[src/saec_pkg.sv]
// saec_pkg: shared types and constants for the sensor average, smoothing and
// calibration block. Used by saec_ctrl, saec_dpath and the top level.
// No dependencies.
package saec_pkg;

	// Defaults for the top-level parameters
	localparam int WINDOW_MAX_DEFAULT  = 16;
	localparam int SAMPLE_BITS_DEFAULT = 12;

	// Fixed field widths of the configuration registers and results
	localparam int LEN_CFG_W  = 5;
	localparam int ALPHA_W    = 16;
	localparam int CAL_W      = 32;
	localparam int CFG_IDX_W  = 2;

	// Smoothing weight in Q1.15
	localparam int               ALPHA_FRAC = 15;
	localparam logic [ALPHA_W-1:0] ALPHA_ONE = 16'h8000;

	// Shared multiplier: signed 33 x 17 covers the Q16.16 factor and any
	// unsigned 16-bit operand
	localparam int MUL_A_W = CAL_W + 1;
	localparam int MUL_B_W = 17;
	localparam int PROD_W  = MUL_A_W + MUL_B_W;

	// Saturation limits of the calibrated result
	localparam logic [CAL_W-1:0] CAL_MAX = 32'h7fff_ffff;
	localparam logic [CAL_W-1:0] CAL_MIN = 32'h8000_0000;

	// Register reset values
	localparam logic [LEN_CFG_W-1:0] WINDOW_LENGTH_RESET = 5'd1;
	localparam logic [CAL_W-1:0]     CAL_FACTOR_RESET    = 32'h0001_0000;
	localparam logic [CAL_W-1:0]     CAL_OFFSET_RESET    = 32'h0000_0000;

	// Configuration register indexes
	typedef enum logic [CFG_IDX_W-1:0] {
		CFG_WINDOW_LENGTH = 2'd0,
		CFG_SMOOTH_ALPHA  = 2'd1,
		CFG_CAL_FACTOR    = 2'd2,
		CFG_CAL_OFFSET    = 2'd3
	} cfg_idx_t;

	// Sequencer states
	typedef enum logic [3:0] {
		ST_IDLE,
		ST_UPDATE,
		ST_DIVIDE,
		ST_MUL_NEW,
		ST_MUL_OLD,
		ST_MIX,
		ST_MUL_CAL,
		ST_CALIB
	} ctrl_state_t;

	// Operand pair for the shared multiplier
	typedef enum logic [1:0] {
		MUL_ALPHA_MEAN,
		MUL_BETA_PREV,
		MUL_FACTOR_SM
	} mul_sel_t;

	// Commands from the controller to the datapath
	typedef struct packed {
		logic     accept;
		logic     update;
		logic     div_step;
		logic     mul_en;
		mul_sel_t mul_sel;
		logic     acc_load;
		logic     mix_load;
		logic     result_load;
	} cmd_t;

	// Status from the datapath to the controller
	typedef struct packed {
		logic div_last;
	} status_t;

endpackage

[src/saec_ctrl.sv]
// saec_ctrl: sequencer for one sample request at a time and the result
// valid register. Depends on saec_pkg.
module saec_ctrl (
	input  logic                 clk,
	input  logic                 arst_n,
	input  logic                 sample_valid,
	output logic                 sample_stall,
	output logic                 result_valid,
	input  logic                 result_stall,
	input  saec_pkg::status_t    status,
	output saec_pkg::cmd_t       cmd
);

	saec_pkg::ctrl_state_t state_q, state_d;
	logic res_valid_q;
	logic out_free;

	// Output register may be loaded when empty or being taken this cycle
	assign out_free     = !res_valid_q || !result_stall;
	assign sample_stall = (state_q != saec_pkg::ST_IDLE);
	assign result_valid = res_valid_q;

	// Hold state
	always_ff @(posedge clk or negedge arst_n) begin
		if (!arst_n) begin
			state_q <= saec_pkg::ST_IDLE;
		end else begin
			state_q <= state_d;
		end
	end

	// Advance through the sequence and issue commands
	always_comb begin
		state_d         = state_q;
		cmd             = '0;
		cmd.mul_sel     = saec_pkg::MUL_ALPHA_MEAN;
		case (state_q)
			saec_pkg::ST_IDLE: begin
				if (sample_valid) begin
					cmd.accept = 1'b1;
					state_d    = saec_pkg::ST_UPDATE;
				end
			end
			saec_pkg::ST_UPDATE: begin
				cmd.update = 1'b1;
				state_d    = saec_pkg::ST_DIVIDE;
			end
			saec_pkg::ST_DIVIDE: begin
				cmd.div_step = 1'b1;
				if (status.div_last) begin
					state_d = saec_pkg::ST_MUL_NEW;
				end
			end
			saec_pkg::ST_MUL_NEW: begin
				cmd.mul_en  = 1'b1;
				cmd.mul_sel = saec_pkg::MUL_ALPHA_MEAN;
				state_d     = saec_pkg::ST_MUL_OLD;
			end
			saec_pkg::ST_MUL_OLD: begin
				cmd.mul_en   = 1'b1;
				cmd.mul_sel  = saec_pkg::MUL_BETA_PREV;
				cmd.acc_load = 1'b1;
				state_d      = saec_pkg::ST_MIX;
			end
			saec_pkg::ST_MIX: begin
				cmd.mix_load = 1'b1;
				state_d      = saec_pkg::ST_MUL_CAL;
			end
			saec_pkg::ST_MUL_CAL: begin
				cmd.mul_en  = 1'b1;
				cmd.mul_sel = saec_pkg::MUL_FACTOR_SM;
				state_d     = saec_pkg::ST_CALIB;
			end
			saec_pkg::ST_CALIB: begin
				if (out_free) begin
					cmd.result_load = 1'b1;
					state_d         = saec_pkg::ST_IDLE;
				end
			end
			default: begin
				state_d = saec_pkg::ST_IDLE;
			end
		endcase
	end

	// Result valid: set on load, drop once taken
	always_ff @(posedge clk or negedge arst_n) begin
		if (!arst_n) begin
			res_valid_q <= 1'b0;
		end else if (cmd.result_load) begin
			res_valid_q <= 1'b1;
		end else if (!result_stall) begin
			res_valid_q <= 1'b0;
		end
	end

endmodule

[src/saec_dpath.sv]
// saec_dpath: configuration registers, sample window memory, running sum,
// serial divider, shared multiplier and output payload registers.
// Depends on saec_pkg.
module saec_dpath #(
	parameter int WINDOW_MAX  = saec_pkg::WINDOW_MAX_DEFAULT,
	parameter int SAMPLE_BITS = saec_pkg::SAMPLE_BITS_DEFAULT
) (
	input  logic                              clk,
	input  logic                              arst_n,
	input  logic                              cfg_write,
	input  logic [saec_pkg::CFG_IDX_W-1:0]    cfg_index,
	input  logic [saec_pkg::CAL_W-1:0]        cfg_data,
	input  logic [SAMPLE_BITS-1:0]            sample,
	input  saec_pkg::cmd_t                    cmd,
	output saec_pkg::status_t                 status,
	output logic [SAMPLE_BITS-1:0]            smoothed,
	output logic signed [saec_pkg::CAL_W-1:0] calibrated
);

	localparam int SLOT_W = $clog2(WINDOW_MAX);
	localparam int LEN_W  = $clog2(WINDOW_MAX + 1);
	localparam int SUM_W  = SAMPLE_BITS + $clog2(WINDOW_MAX);
	localparam int CNT_W  = $clog2(SUM_W + 1);
	localparam int PAD_B  = saec_pkg::MUL_B_W - SAMPLE_BITS;
	localparam int PAD_C  = saec_pkg::PROD_W + 1 - saec_pkg::CAL_W;

	// Configuration registers
	logic [saec_pkg::LEN_CFG_W-1:0] wlen_q;
	logic [saec_pkg::ALPHA_W-1:0]   alpha_q;
	logic [saec_pkg::CAL_W-1:0]     factor_q;
	logic [saec_pkg::CAL_W-1:0]     offset_q;

	// Window state
	logic [SAMPLE_BITS-1:0] mem [WINDOW_MAX];
	logic [WINDOW_MAX-1:0]  filled_q;
	logic [SUM_W-1:0]       sum_q;
	logic [SLOT_W-1:0]      wslot_q;
	logic [SLOT_W-1:0]      slot_q;
	logic [SAMPLE_BITS-1:0] sample_q;
	logic [SAMPLE_BITS-1:0] rd_q;
	logic                   rd_filled_q;
	logic [SAMPLE_BITS-1:0] prev_q;

	// Divider
	logic [LEN_W-1:0]       rem_q;
	logic [SUM_W-1:0]       quo_q;
	logic [CNT_W-1:0]       cnt_q;

	// Multiplier and accumulator
	logic signed [saec_pkg::PROD_W-1:0] prod_q;
	logic signed [saec_pkg::PROD_W-1:0] acc_q;

	logic [LEN_W-1:0]            len;
	logic [SLOT_W-1:0]           rd_slot;
	logic [SLOT_W:0]             next_slot;
	logic [SAMPLE_BITS-1:0]      old_val;
	logic [SUM_W-1:0]            new_sum;
	logic [LEN_W:0]              trial;
	logic                        trial_ge;
	logic [SAMPLE_BITS-1:0]      mean;
	logic [saec_pkg::ALPHA_W-1:0] alpha_sat;
	logic [saec_pkg::ALPHA_W-1:0] beta;
	logic signed [saec_pkg::MUL_A_W-1:0] mul_a;
	logic signed [saec_pkg::MUL_B_W-1:0] mul_b;
	logic [saec_pkg::PROD_W-1:0] mix_sum;
	logic signed [saec_pkg::PROD_W:0] cal_sum;
	logic [saec_pkg::CAL_W-1:0]  cal_sat;

	// Effective window length: zero counts as one, clamp to the store depth
	always_comb begin
		if (wlen_q == '0) begin
			len = LEN_W'(1);
		end else if (32'(wlen_q) > WINDOW_MAX) begin
			len = LEN_W'(WINDOW_MAX);
		end else begin
			len = LEN_W'(wlen_q);
		end
	end

	// Slot to overwrite, wrapped when the window has been shortened
	assign rd_slot   = ({1'b0, wslot_q} >= (SLOT_W + 1)'(len)) ? '0 : wslot_q;
	assign next_slot = {1'b0, slot_q} + (SLOT_W + 1)'(1);
	assign old_val   = rd_filled_q ? rd_q : '0;
	assign new_sum   = sum_q - SUM_W'(old_val) + SUM_W'(sample_q);

	// One restoring division step
	assign trial    = {rem_q, quo_q[SUM_W-1]};
	assign trial_ge = (trial >= {1'b0, len});
	assign status.div_last = (cnt_q == CNT_W'(1));
	assign mean     = quo_q[SAMPLE_BITS-1:0];

	// Smoothing weights
	assign alpha_sat = (alpha_q > saec_pkg::ALPHA_ONE) ? saec_pkg::ALPHA_ONE : alpha_q;
	assign beta      = saec_pkg::ALPHA_ONE - alpha_sat;

	// Select multiplier operands
	always_comb begin
		case (cmd.mul_sel)
			saec_pkg::MUL_ALPHA_MEAN: begin
				mul_a = $signed({17'b0, alpha_sat});
				mul_b = $signed({{PAD_B{1'b0}}, mean});
			end
			saec_pkg::MUL_BETA_PREV: begin
				mul_a = $signed({17'b0, beta});
				mul_b = $signed({{PAD_B{1'b0}}, prev_q});
			end
			saec_pkg::MUL_FACTOR_SM: begin
				mul_a = $signed({factor_q[saec_pkg::CAL_W-1], factor_q});
				mul_b = $signed({{PAD_B{1'b0}}, prev_q});
			end
			default: begin
				mul_a = '0;
				mul_b = '0;
			end
		endcase
	end

	// Blend and calibrate
	assign mix_sum = acc_q + prod_q;
	assign cal_sum = {prod_q[saec_pkg::PROD_W-1], prod_q}
		+ $signed({{PAD_C{offset_q[saec_pkg::CAL_W-1]}}, offset_q});

	// Saturate to 32 bits when the upper bits are not a pure sign extension
	always_comb begin
		if ((&cal_sum[saec_pkg::PROD_W:saec_pkg::CAL_W-1])
				|| !(|cal_sum[saec_pkg::PROD_W:saec_pkg::CAL_W-1])) begin
			cal_sat = cal_sum[saec_pkg::CAL_W-1:0];
		end else if (cal_sum[saec_pkg::PROD_W]) begin
			cal_sat = saec_pkg::CAL_MIN;
		end else begin
			cal_sat = saec_pkg::CAL_MAX;
		end
	end

	// Configuration registers
	always_ff @(posedge clk or negedge arst_n) begin
		if (!arst_n) begin
			wlen_q   <= saec_pkg::WINDOW_LENGTH_RESET;
			alpha_q  <= saec_pkg::ALPHA_ONE;
			factor_q <= saec_pkg::CAL_FACTOR_RESET;
			offset_q <= saec_pkg::CAL_OFFSET_RESET;
		end else if (cfg_write) begin
			case (saec_pkg::cfg_idx_t'(cfg_index))
				saec_pkg::CFG_WINDOW_LENGTH: wlen_q   <= cfg_data[saec_pkg::LEN_CFG_W-1:0];
				saec_pkg::CFG_SMOOTH_ALPHA:  alpha_q  <= cfg_data[saec_pkg::ALPHA_W-1:0];
				saec_pkg::CFG_CAL_FACTOR:    factor_q <= cfg_data;
				saec_pkg::CFG_CAL_OFFSET:    offset_q <= cfg_data;
				default: ;
			endcase
		end
	end

	// Window bookkeeping: a window length write drops all entries
	always_ff @(posedge clk or negedge arst_n) begin
		if (!arst_n) begin
			filled_q <= '0;
			sum_q    <= '0;
			wslot_q  <= '0;
		end else if (cfg_write
				&& (saec_pkg::cfg_idx_t'(cfg_index) == saec_pkg::CFG_WINDOW_LENGTH)) begin
			filled_q <= '0;
			sum_q    <= '0;
			wslot_q  <= '0;
		end else if (cmd.update) begin
			filled_q[slot_q] <= 1'b1;
			sum_q            <= new_sum;
			if (next_slot >= (SLOT_W + 1)'(len)) begin
				wslot_q <= '0;
			end else begin
				wslot_q <= next_slot[SLOT_W-1:0];
			end
		end
	end

	// Window memory: registered read on accept, write on update
	always_ff @(posedge clk) begin
		if (cmd.accept) begin
			rd_q <= mem[rd_slot];
		end
		if (cmd.update) begin
			mem[slot_q] <= sample_q;
		end
	end

	// Capture the request
	always_ff @(posedge clk) begin
		if (cmd.accept) begin
			sample_q    <= sample;
			slot_q      <= rd_slot;
			rd_filled_q <= filled_q[rd_slot];
		end
	end

	// Serial divider: load on update, one quotient bit per step
	always_ff @(posedge clk or negedge arst_n) begin
		if (!arst_n) begin
			cnt_q <= '0;
		end else if (cmd.update) begin
			cnt_q <= CNT_W'(SUM_W);
		end else if (cmd.div_step) begin
			cnt_q <= cnt_q - CNT_W'(1);
		end
	end

	always_ff @(posedge clk) begin
		if (cmd.update) begin
			rem_q <= '0;
			quo_q <= new_sum;
		end else if (cmd.div_step) begin
			rem_q <= trial_ge ? LEN_W'(trial - {1'b0, len}) : trial[LEN_W-1:0];
			quo_q <= {quo_q[SUM_W-2:0], trial_ge};
		end
	end

	// Shared multiplier and partial-sum register
	always_ff @(posedge clk) begin
		if (cmd.mul_en) begin
			prod_q <= mul_a * mul_b;
		end
		if (cmd.acc_load) begin
			acc_q <= prod_q;
		end
	end

	// Smoothed value becomes the stored previous value
	always_ff @(posedge clk or negedge arst_n) begin
		if (!arst_n) begin
			prev_q <= '0;
		end else if (cmd.mix_load) begin
			prev_q <= mix_sum[saec_pkg::ALPHA_FRAC +: SAMPLE_BITS];
		end
	end

	// Output payload
	always_ff @(posedge clk) begin
		if (cmd.result_load) begin
			smoothed   <= prev_q;
			calibrated <= cal_sat;
		end
	end

endmodule

[src/sensor_average_exp_calibrate.sv]
// Sensor moving average, exponential smoothing and linear calibration.
// Per accepted request: window update, serial divide (the longest step), two
// smoothing multiplies, mix, calibration multiply, then the result load, which
// waits while a held result is stalled; no new request is taken before it.
// Reset (arst_n low): window empty, sum, slot and previous value zero, registers
// at their reset values; no clearing pass is needed.
module sensor_average_exp_calibrate #(
	parameter int WINDOW_MAX  = saec_pkg::WINDOW_MAX_DEFAULT,
	parameter int SAMPLE_BITS = saec_pkg::SAMPLE_BITS_DEFAULT
) (
	input  logic                              clk,
	input  logic                              arst_n,
	input  logic                              cfg_valid,
	output logic                              cfg_ready,
	input  logic [saec_pkg::CFG_IDX_W-1:0]    cfg_index,
	input  logic [saec_pkg::CAL_W-1:0]        cfg_data,
	input  logic                              sample_valid,
	output logic                              sample_stall,
	input  logic [SAMPLE_BITS-1:0]            sample,
	output logic                              result_valid,
	input  logic                              result_stall,
	output logic [SAMPLE_BITS-1:0]            smoothed,
	output logic signed [saec_pkg::CAL_W-1:0] calibrated
);

	saec_pkg::cmd_t    cmd;
	saec_pkg::status_t status;
	logic              cfg_write;

	// Registers are always writable
	assign cfg_ready = 1'b1;
	assign cfg_write = cfg_valid && cfg_ready;

	saec_ctrl u_ctrl (
		.clk          (clk),
		.arst_n       (arst_n),
		.sample_valid (sample_valid),
		.sample_stall (sample_stall),
		.result_valid (result_valid),
		.result_stall (result_stall),
		.status       (status),
		.cmd          (cmd)
	);

	saec_dpath #(
		.WINDOW_MAX  (WINDOW_MAX),
		.SAMPLE_BITS (SAMPLE_BITS)
	) u_dpath (
		.clk        (clk),
		.arst_n     (arst_n),
		.cfg_write  (cfg_write),
		.cfg_index  (cfg_index),
		.cfg_data   (cfg_data),
		.sample     (sample),
		.cmd        (cmd),
		.status     (status),
		.smoothed   (smoothed),
		.calibrated (calibrated)
	);

	// Busy from the cycle after a request is taken
	a_busy_after_accept: assert property (@(posedge clk) disable iff (!arst_n)
		cmd.accept |=> sample_stall)
		else $error("sample request taken but block not busy next cycle");

	// A new result never overwrites one still held by the consumer
	a_no_overwrite: assert property (@(posedge clk) disable iff (!arst_n)
		cmd.result_load |-> !(result_valid && result_stall))
		else $error("result register overwritten while stalled");

	// Sequencer issues at most one phase command per cycle
	a_one_phase: assert property (@(posedge clk) disable iff (!arst_n)
		$onehot0({cmd.accept, cmd.update, cmd.div_step, cmd.mul_en,
			cmd.mix_load, cmd.result_load}))
		else $error("overlapping datapath commands");

	// A fresh result leaves the block ready for the next request
	a_idle_on_result: assert property (@(posedge clk) disable iff (!arst_n)
		$rose(result_valid) |-> !sample_stall)
		else $error("block still busy after delivering a result");

endmodule

[config.mk]
export PLATFORM = sky130hd
export DESIGN_NAME = sensor_average_exp_calibrate
export DESIGN_NICKNAME = d
export VERILOG_FILES = /design/src/saec_pkg.sv /design/src/saec_ctrl.sv /design/src/saec_dpath.sv /design/src/sensor_average_exp_calibrate.sv
export SDC_FILE = /design/constraint.sdc
export NUM_CORES = 2
export LEC_CHECK = 0
export BUFFER_PORTS_ARGS = -buffer_cell sky130_fd_sc_hd__buf_2
export CAP_MARGIN = 15
export CORE_MARGIN = 1
export CORE_UTILIZATION = 30
export CTS_BUF_LIST = sky130_fd_sc_hd__clkbuf_4
export DETAILED_ROUTE_END_ITERATION = 16
export PLACE_DENSITY = 0.47
export SLEW_MARGIN = 20
export SYNTH_ARGS = -nofsm -noshare
export SYNTH_HDL_FRONTEND = slang
export SYNTH_SLANG_ARGS = --single-unit
[constraint.sdc]
create_clock -name clk -period 20.5 [get_ports clk]
set_clock_uncertainty 0.05 [all_clocks]
set_input_delay 1.025 -clock clk [delete_from_list [all_inputs] [get_ports clk]]
set_output_delay 1.025 -clock clk [all_outputs]
set_load 0.005 [all_outputs]
After elaboration in Yosys (flattened, before gate mapping)

Memories as Yosys holds them, arrays and structs flattened. A register that Yosys moved wholly into a read port is not among the register bits.
Cells that the tools add are included.

Bits in registers: 298
Memory bits (writable): 192
Memories kept: 1

Add/subtract/negate cells: 8
Multipliers: 1
Order comparisons: 8
Equality and inequality tests: 17
Muxes and demuxes: 42
Bitwise logic cells: 1
Reduce and logical (&&, ||, !) cells: 22

Memory list:

| memory      | words | width | rd ports | clocked after memory_dff | write ports | line             | source |
|---|---|---|---|---|---|---|---|
| u_dpath.mem | 16    | 12    | 1        | 1                        | 1           | saec_dpath.sv:34 | `logic [SAMPLE_BITS-1:0] mem [WINDOW_MAX];` |

Operator list:

| operator                                                                     | number |
|---|---|
| 16-bit two-way mux                                                           | 7 |
| 33-bit case mux with 3 select lines                                          | 1 |
| 32-bit two-way mux                                                           | 2 |
| 46-bit by 32-bit adder with 47-bit output                                    | 1 |
| 33-bit by 13-bit multiplier with 46-bit output                               | 1 |
| 4-bit case mux with 8 select lines                                           | 1 |
| 4-bit two-way mux                                                            | 7 |
| 27-bit adder                                                                 | 1 |
| 5-bit two-way mux                                                            | 5 |
| 12-bit case mux with 2 select lines                                          | 1 |
| 20-bit AND reduction                                                         | 1 |
| 20-bit OR reduction                                                          | 1 |
| 16-bit by 12-bit adder with 16-bit output                                    | 1 |
| 4-bit by 3-bit equality test with 1-bit output, second input constant        | 4 |
| 16-bit greater-than comparator, second input constant                        | 1 |
| 16-bit bitwise OR                                                            | 1 |
| 16-bit by 12-bit subtractor with 16-bit output                               | 1 |
| 16-bit subtractor, first input constant                                      | 1 |
| 1-bit two-way mux                                                            | 14 |
| 12-bit two-way mux                                                           | 1 |
| 4-bit by 5-bit less-than comparator with 1-bit output, second input constant | 2 |
| 3-bit case mux with 3 select lines                                           | 1 |
| 4-bit by 2-bit equality test with 1-bit output, second input constant        | 2 |
| 2-bit AND reduction                                                          | 4 |
| 26 further kinds                                                             | 37 |

Logic depth before layout (Yosys ltp)

Depth in word-level cells: 7
Mapped depth: 39
Gate-level depth less buffers: 37

Modules after synthesis

A second synthesis with hierarchy kept.

Cell total of the unflattened synthesis: 3578
Area, all modules: 37971.4 sq um

By module, submodules not included:

| module                       | instances | cells an instance | area an instance (sq um) |
|---|---|---|---|
| saec_dpath                   | 1         | 3537              | 37622.3 |
| saec_ctrl                    | 1         | 39                | 337.8 |
| sensor_average_exp_calibrate | 1         | 2                 | 11.3 |

Least setup slack after synthesis

OpenSTA, ideal clock, no wires.

Kind: register to register
Start: register u_dpath.alpha_q[2] (netlist name)
End: register u_dpath.prod_q[27] (netlist name) (data pin)
Library setup time: 0.258 ns
Arrival: 8.451 ns
Data required time: 20.192 ns
Path slack: 11.741 ns
Stages on the path, launching flop included: 33
Path buffers: 1
Path through: dfrtp_1 nor4_1 nand2_1 or4b_1 nand2_1 clkbuf_1 nand2_1 ha_1 o21a_1 a21boi_0 o22ai_1 a22oi_1 a21oi_1 fa_1 inv_1 fa_1 inv_1 fa_1 fa_1 inv_1 fa_1 inv_1 ha_1 a2111o_1 o22a_1 a221oi_1 o21ai_0 a2111oi_0 nor3_1 a21oi_1 o31ai_1 a21oi_1 xnor2_1

Longest elaborated chain between the ends: 5

RTL lines:

| what                                               | line              | source |
|---|---|---|
| start, declared                                    | saec_dpath.sv:29  | `logic [saec_pkg::ALPHA_W-1:0] alpha_q;` |
| start signal, assigned                             | saec_dpath.sv:139 | `alpha_q <= saec_pkg::ALPHA_ONE;` |
| start signal, assigned                             | saec_dpath.sv:145 | `saec_pkg::CFG_SMOOTH_ALPHA: alpha_q <= cfg_data[saec_pkg::ALPHA_W-1:0];` |
| 16-bit greater-than comparator                     | saec_dpath.sv:93  | `assign alpha_sat = (alpha_q > saec_pkg::ALPHA_ONE) ? saec_pkg::ALPHA_ONE : alpha_q;` |
| 16-bit two-way mux (*)                             | saec_dpath.sv:93  |  |
| 16-bit subtractor                                  | saec_dpath.sv:94  | `assign beta = saec_pkg::ALPHA_ONE - alpha_sat;` |
| 33-bit case mux with 3 select lines (*)            | saec_dpath.sv:98  | `case (cmd.mul_sel)` |
| 33-bit by 13-bit multiplier with 46-bit output (*) | saec_dpath.sv:218 | `prod_q <= mul_a * mul_b;` |
| end signal, assigned                               | saec_dpath.sv:218 |  |
| end, declared                                      | saec_dpath.sv:50  | `logic signed [saec_pkg::PROD_W-1:0] prod_q;` |

Mark *: on every way between the ends. The rest lies on a longest branch, timed or not.
A chain may end at the register's enable or synchronous reset.

Worst setup path after layout

Start: register u_dpath.alpha_q[2] (netlist name)
End: register u_dpath.prod_q[45] (netlist name)

Longest elaborated chain between the ends: 5

RTL lines:

| what                                               | line |
|---|---|
| 16-bit greater-than comparator                     | saec_dpath.sv:93 |
| 16-bit two-way mux (*)                             | saec_dpath.sv:93 |
| 16-bit subtractor                                  | saec_dpath.sv:94 |
| 33-bit case mux with 3 select lines (*)            | saec_dpath.sv:98 |
| 33-bit by 13-bit multiplier with 46-bit output (*) | saec_dpath.sv:218 |

Marked as above.

==> impl_metrics.json <==
{
  "synth_area_leaders": "edfxtp_1 28%, fa_1 19%, dfrtp_1 9.1%",
  "htree_levels": 4,
  "core_area_um2": 125900,
  "max_stage_delay_ns": 0.65,
  "rows": 130,
  "synth_warnings": 0,
  "hp-class": "in -> reg",
  "syn_nets": 4254,
  "avgSynthCellArea_um2": 10.51,
  "antenna_found_initial": 14,
  "drtIter0Drc": 1818,
  "yosys.area.top_type": "edfxtp_1",
  "holdBufCountCts": 13,
  "place_congestion": 0.8462,
  "synth_edf_count": 354,
  "fmax_ghz": 0.09915,
  "num_vias": 26750,
  "synth_ff_type": "edfxtp_1",
  "drt-pass1-iter-count": 5,
  "synth_top_area_share_pct": 27.86,
  "path_buf_inv": 4,
  "hold_viol": 0,
  "grt_overflow": 0,
  "drc": 0,
  "viasPerCell": 4.814,
  "first_global_vias": 27680,
  "ios": 98,
  "critPathMaxFanout": 11,
  "setup_violations": 0,
  "async_reset_ff_share_pct": 28.34,
  "status": "finished clean",
  "cts_resized": 0,
  "grt_max_degree": 52,
  "slew_headroom_pct": 26.24,
  "cts_num_sinks": 501,
  "yosysUniqueCellTypes": 98,
  "cts_root_buf": "clkbuf_4",
  "start_util_pct": 30.31,
  "ys_seq_area_share_pct": 37.44,
  "clk_latency_ns": 1.09,
  "path_common_cell": "fa_1",
  "rsz0062_at_grt": "no",
  "path_class": "reg -> reg",
  "critPathRequiredTime_ns": 21.22,
  "grt_pass1_wl_um": 164700,
  "cts_tree": "built",
  "cp-start-kind": "register",
  "area_delta_synth_final_pct": 11.64,
  "fin_crit_sh_pct": 49.20,
  "fin_util_pct": 33.84,
  "cp_slowest_cell": "nor4_1",
  "io_buffers": 96,
  "synth-seq-cells": 501,
  "dieArea_um2": 128600,
  "cts_buffers": 146,
  "worst_slew_pin_slew_ns": 1.105,
  "syn_inst": 3632,
  "drtAntennaViolNets": 0,
  "wl_per_cell_um": 19.13,
  "wl_um": 106300,
  "fin_crit_ns": 10.09,
  "worstPathArrival_ns": 10.80,
  "crit_path_end_kind": "register",
  "maxCapViolCount": 0,
  "die-width_um": 358.6,
  "grt_usage_pct": 16.86,
  "die_h_um": 358.6,
  "num-nets-final": 4411,
  "syn_area_um2": 38160,
  "cts_post_setup_buffers_inserted": 0,
  "fin_tns_setup_ns": 0,
  "clkTransAtPathRegs_ns": 0.06,
  "maxSlewViolCount": 0,
  "path_delay_family": "compound AO/OA/AOI/OAI gates",
  "fin_hold_ws_ns": 0.2133,
  "cts.path.max_buffers": 3,
  "layout-drive-gt1-share_pct": 16.01,
  "dp_hpwl_um": 80630
}
[worst register-to-register path: cells and delay by family, from the launching register on]
family	cells	cell delay (ns)
compound gates	13	3.76
fa+ha+maj	7	3.11
simple gates	6	2.10
flops	1	0.45
buf+inv	4	0.19
xor+xnor	1	0.13
[flip-flops by register name (all words and copies together), names as in the netlist]
name                 cells
u_dpath.prev_q          12
u_dpath.wlen_q           5
u_dpath.factor_q        32
u_dpath.sum_q           16
u_dpath.wslot_q          4
u_dpath.sample_q        12
u_dpath.rd_q            12
u_dpath.acc_q           27
u_dpath.rd_filled_q      1
u_dpath.mem            192
u_dpath.filled_q        16
u_ctrl.result_valid      1
u_dpath.rem_q            5
u_dpath.slot_q           4
u_dpath.offset_q        32
u_dpath.quo_q           16
u_dpath.smoothed        12
u_dpath.alpha_q         16
u_dpath.cnt_q            5
u_ctrl.state_q           3
u_dpath.calibrated      32
u_dpath.prod_q          46
[per-layer routing]
metal | share of wire (%) | GRT usage (%)
met1 | 47 | 23.62
met2 | 45 | 26.30
met3 | 5.4 | 2.995
met4 | 2.2 | 5.398
met5 | 0.022 | 0
[final timing paths]
check | from | endpoint | slack (ns) | depth (start not counted)
setup / recovery | u_dpath.alpha_q[2] | u_dpath.prod_q[45] | 10.41 | 31
setup reg to reg | u_dpath.alpha_q[2] | u_dpath.prod_q[45] | 10.41 | 31
hold reg to reg | u_dpath.rem_q[4] | u_dpath.rem_q[4] | 0.42 | 2
hold / removal | cfg_data[24] | u_dpath.offset_q[24] | 0.21 | 2
max in group asynchronous | arst_n | u_dpath.factor_q[25] | 18.04 | 4
min in group asynchronous | arst_n | u_dpath.filled_q[6] | 0.42 | 2
[cell usage after synthesis (32+ instances only)]
master / number
clkbuf_1: 123
nand2b_1: 41
xnor2_1: 78
xor2_1: 40
o21ai_0: 93
and2_1: 54
and3_1: 32
nor2_1: 335
dfrtp_1: 139
fa_1: 355
a21o_1: 59
edfxtp_1: 354
inv_1: 506
ha_1: 216
nand2_1: 386
mux2_2: 149
a21oi_1: 176
nand3_1: 38
[cell families after synthesis]
family	share of synthesized area (%)
muxes	4.738
xor gates and xnor gates	2.708
other	0.009827
adders and majority gates	25.71
buffers and inverters	6.722
AOI/OAI and AO/OA	10.95
and+or+nand+nor	11.73
DFF	37.44
[cell type report]
type	count	area [um^2]
Clock buffer	221	1659
Timing Repair Buffer	161	1031
Antenna cell	2	5.005
Inverter	507	1903
Multi-Input combinational cell	2472	21390
Tap cell	1650	2064
Sequential cell	501	14290
Clock inverter	43	260.3
Fill cell	13030	83300
[layout by cell type, fill, tap and decap left out, types with 50 or more instances in the layout]
| cell | synthesis | layout |
|---|---|---|
| inv_1 | 506 | 506 |
| a21o_1 | 59 | 59 |
| nand2_1 | 386 | 385 |
| ha_1 | 216 | 215 |
| buf_4 | 4 | 50 |
| a21oi_1 | 176 | 174 |
| fa_1 | 355 | 355 |
| mux2_2 | 149 | 149 |
| o21ai_0 | 93 | 92 |
| dfrtp_1 | 139 | 137 |
| xnor2_1 | 78 | 78 |
| buf_2 | 3 | 95 |
| nor2_1 | 335 | 328 |
| clkbuf_4 | 0 | 221 |
| and2_1 | 54 | 54 |
| edfxtp_1 | 354 | 354 |
[through the flow]
step / instance area, um^2 / setup slack (ns) / instances
floorplan: 38160 / 11.74 / 3632
global placement: 40500 / 10.48 / 5276
detailed placement: 40500 / 10.43 / 5276
CTS: 42550 / 10.37 / 5553
global route: 42600 / 9.558 / 5557
finish: 42600 / 10.41 / 5557
Power is not shown: default switching activity piles up to over one toggle a cycle in this logic, so the estimate is an artifact.
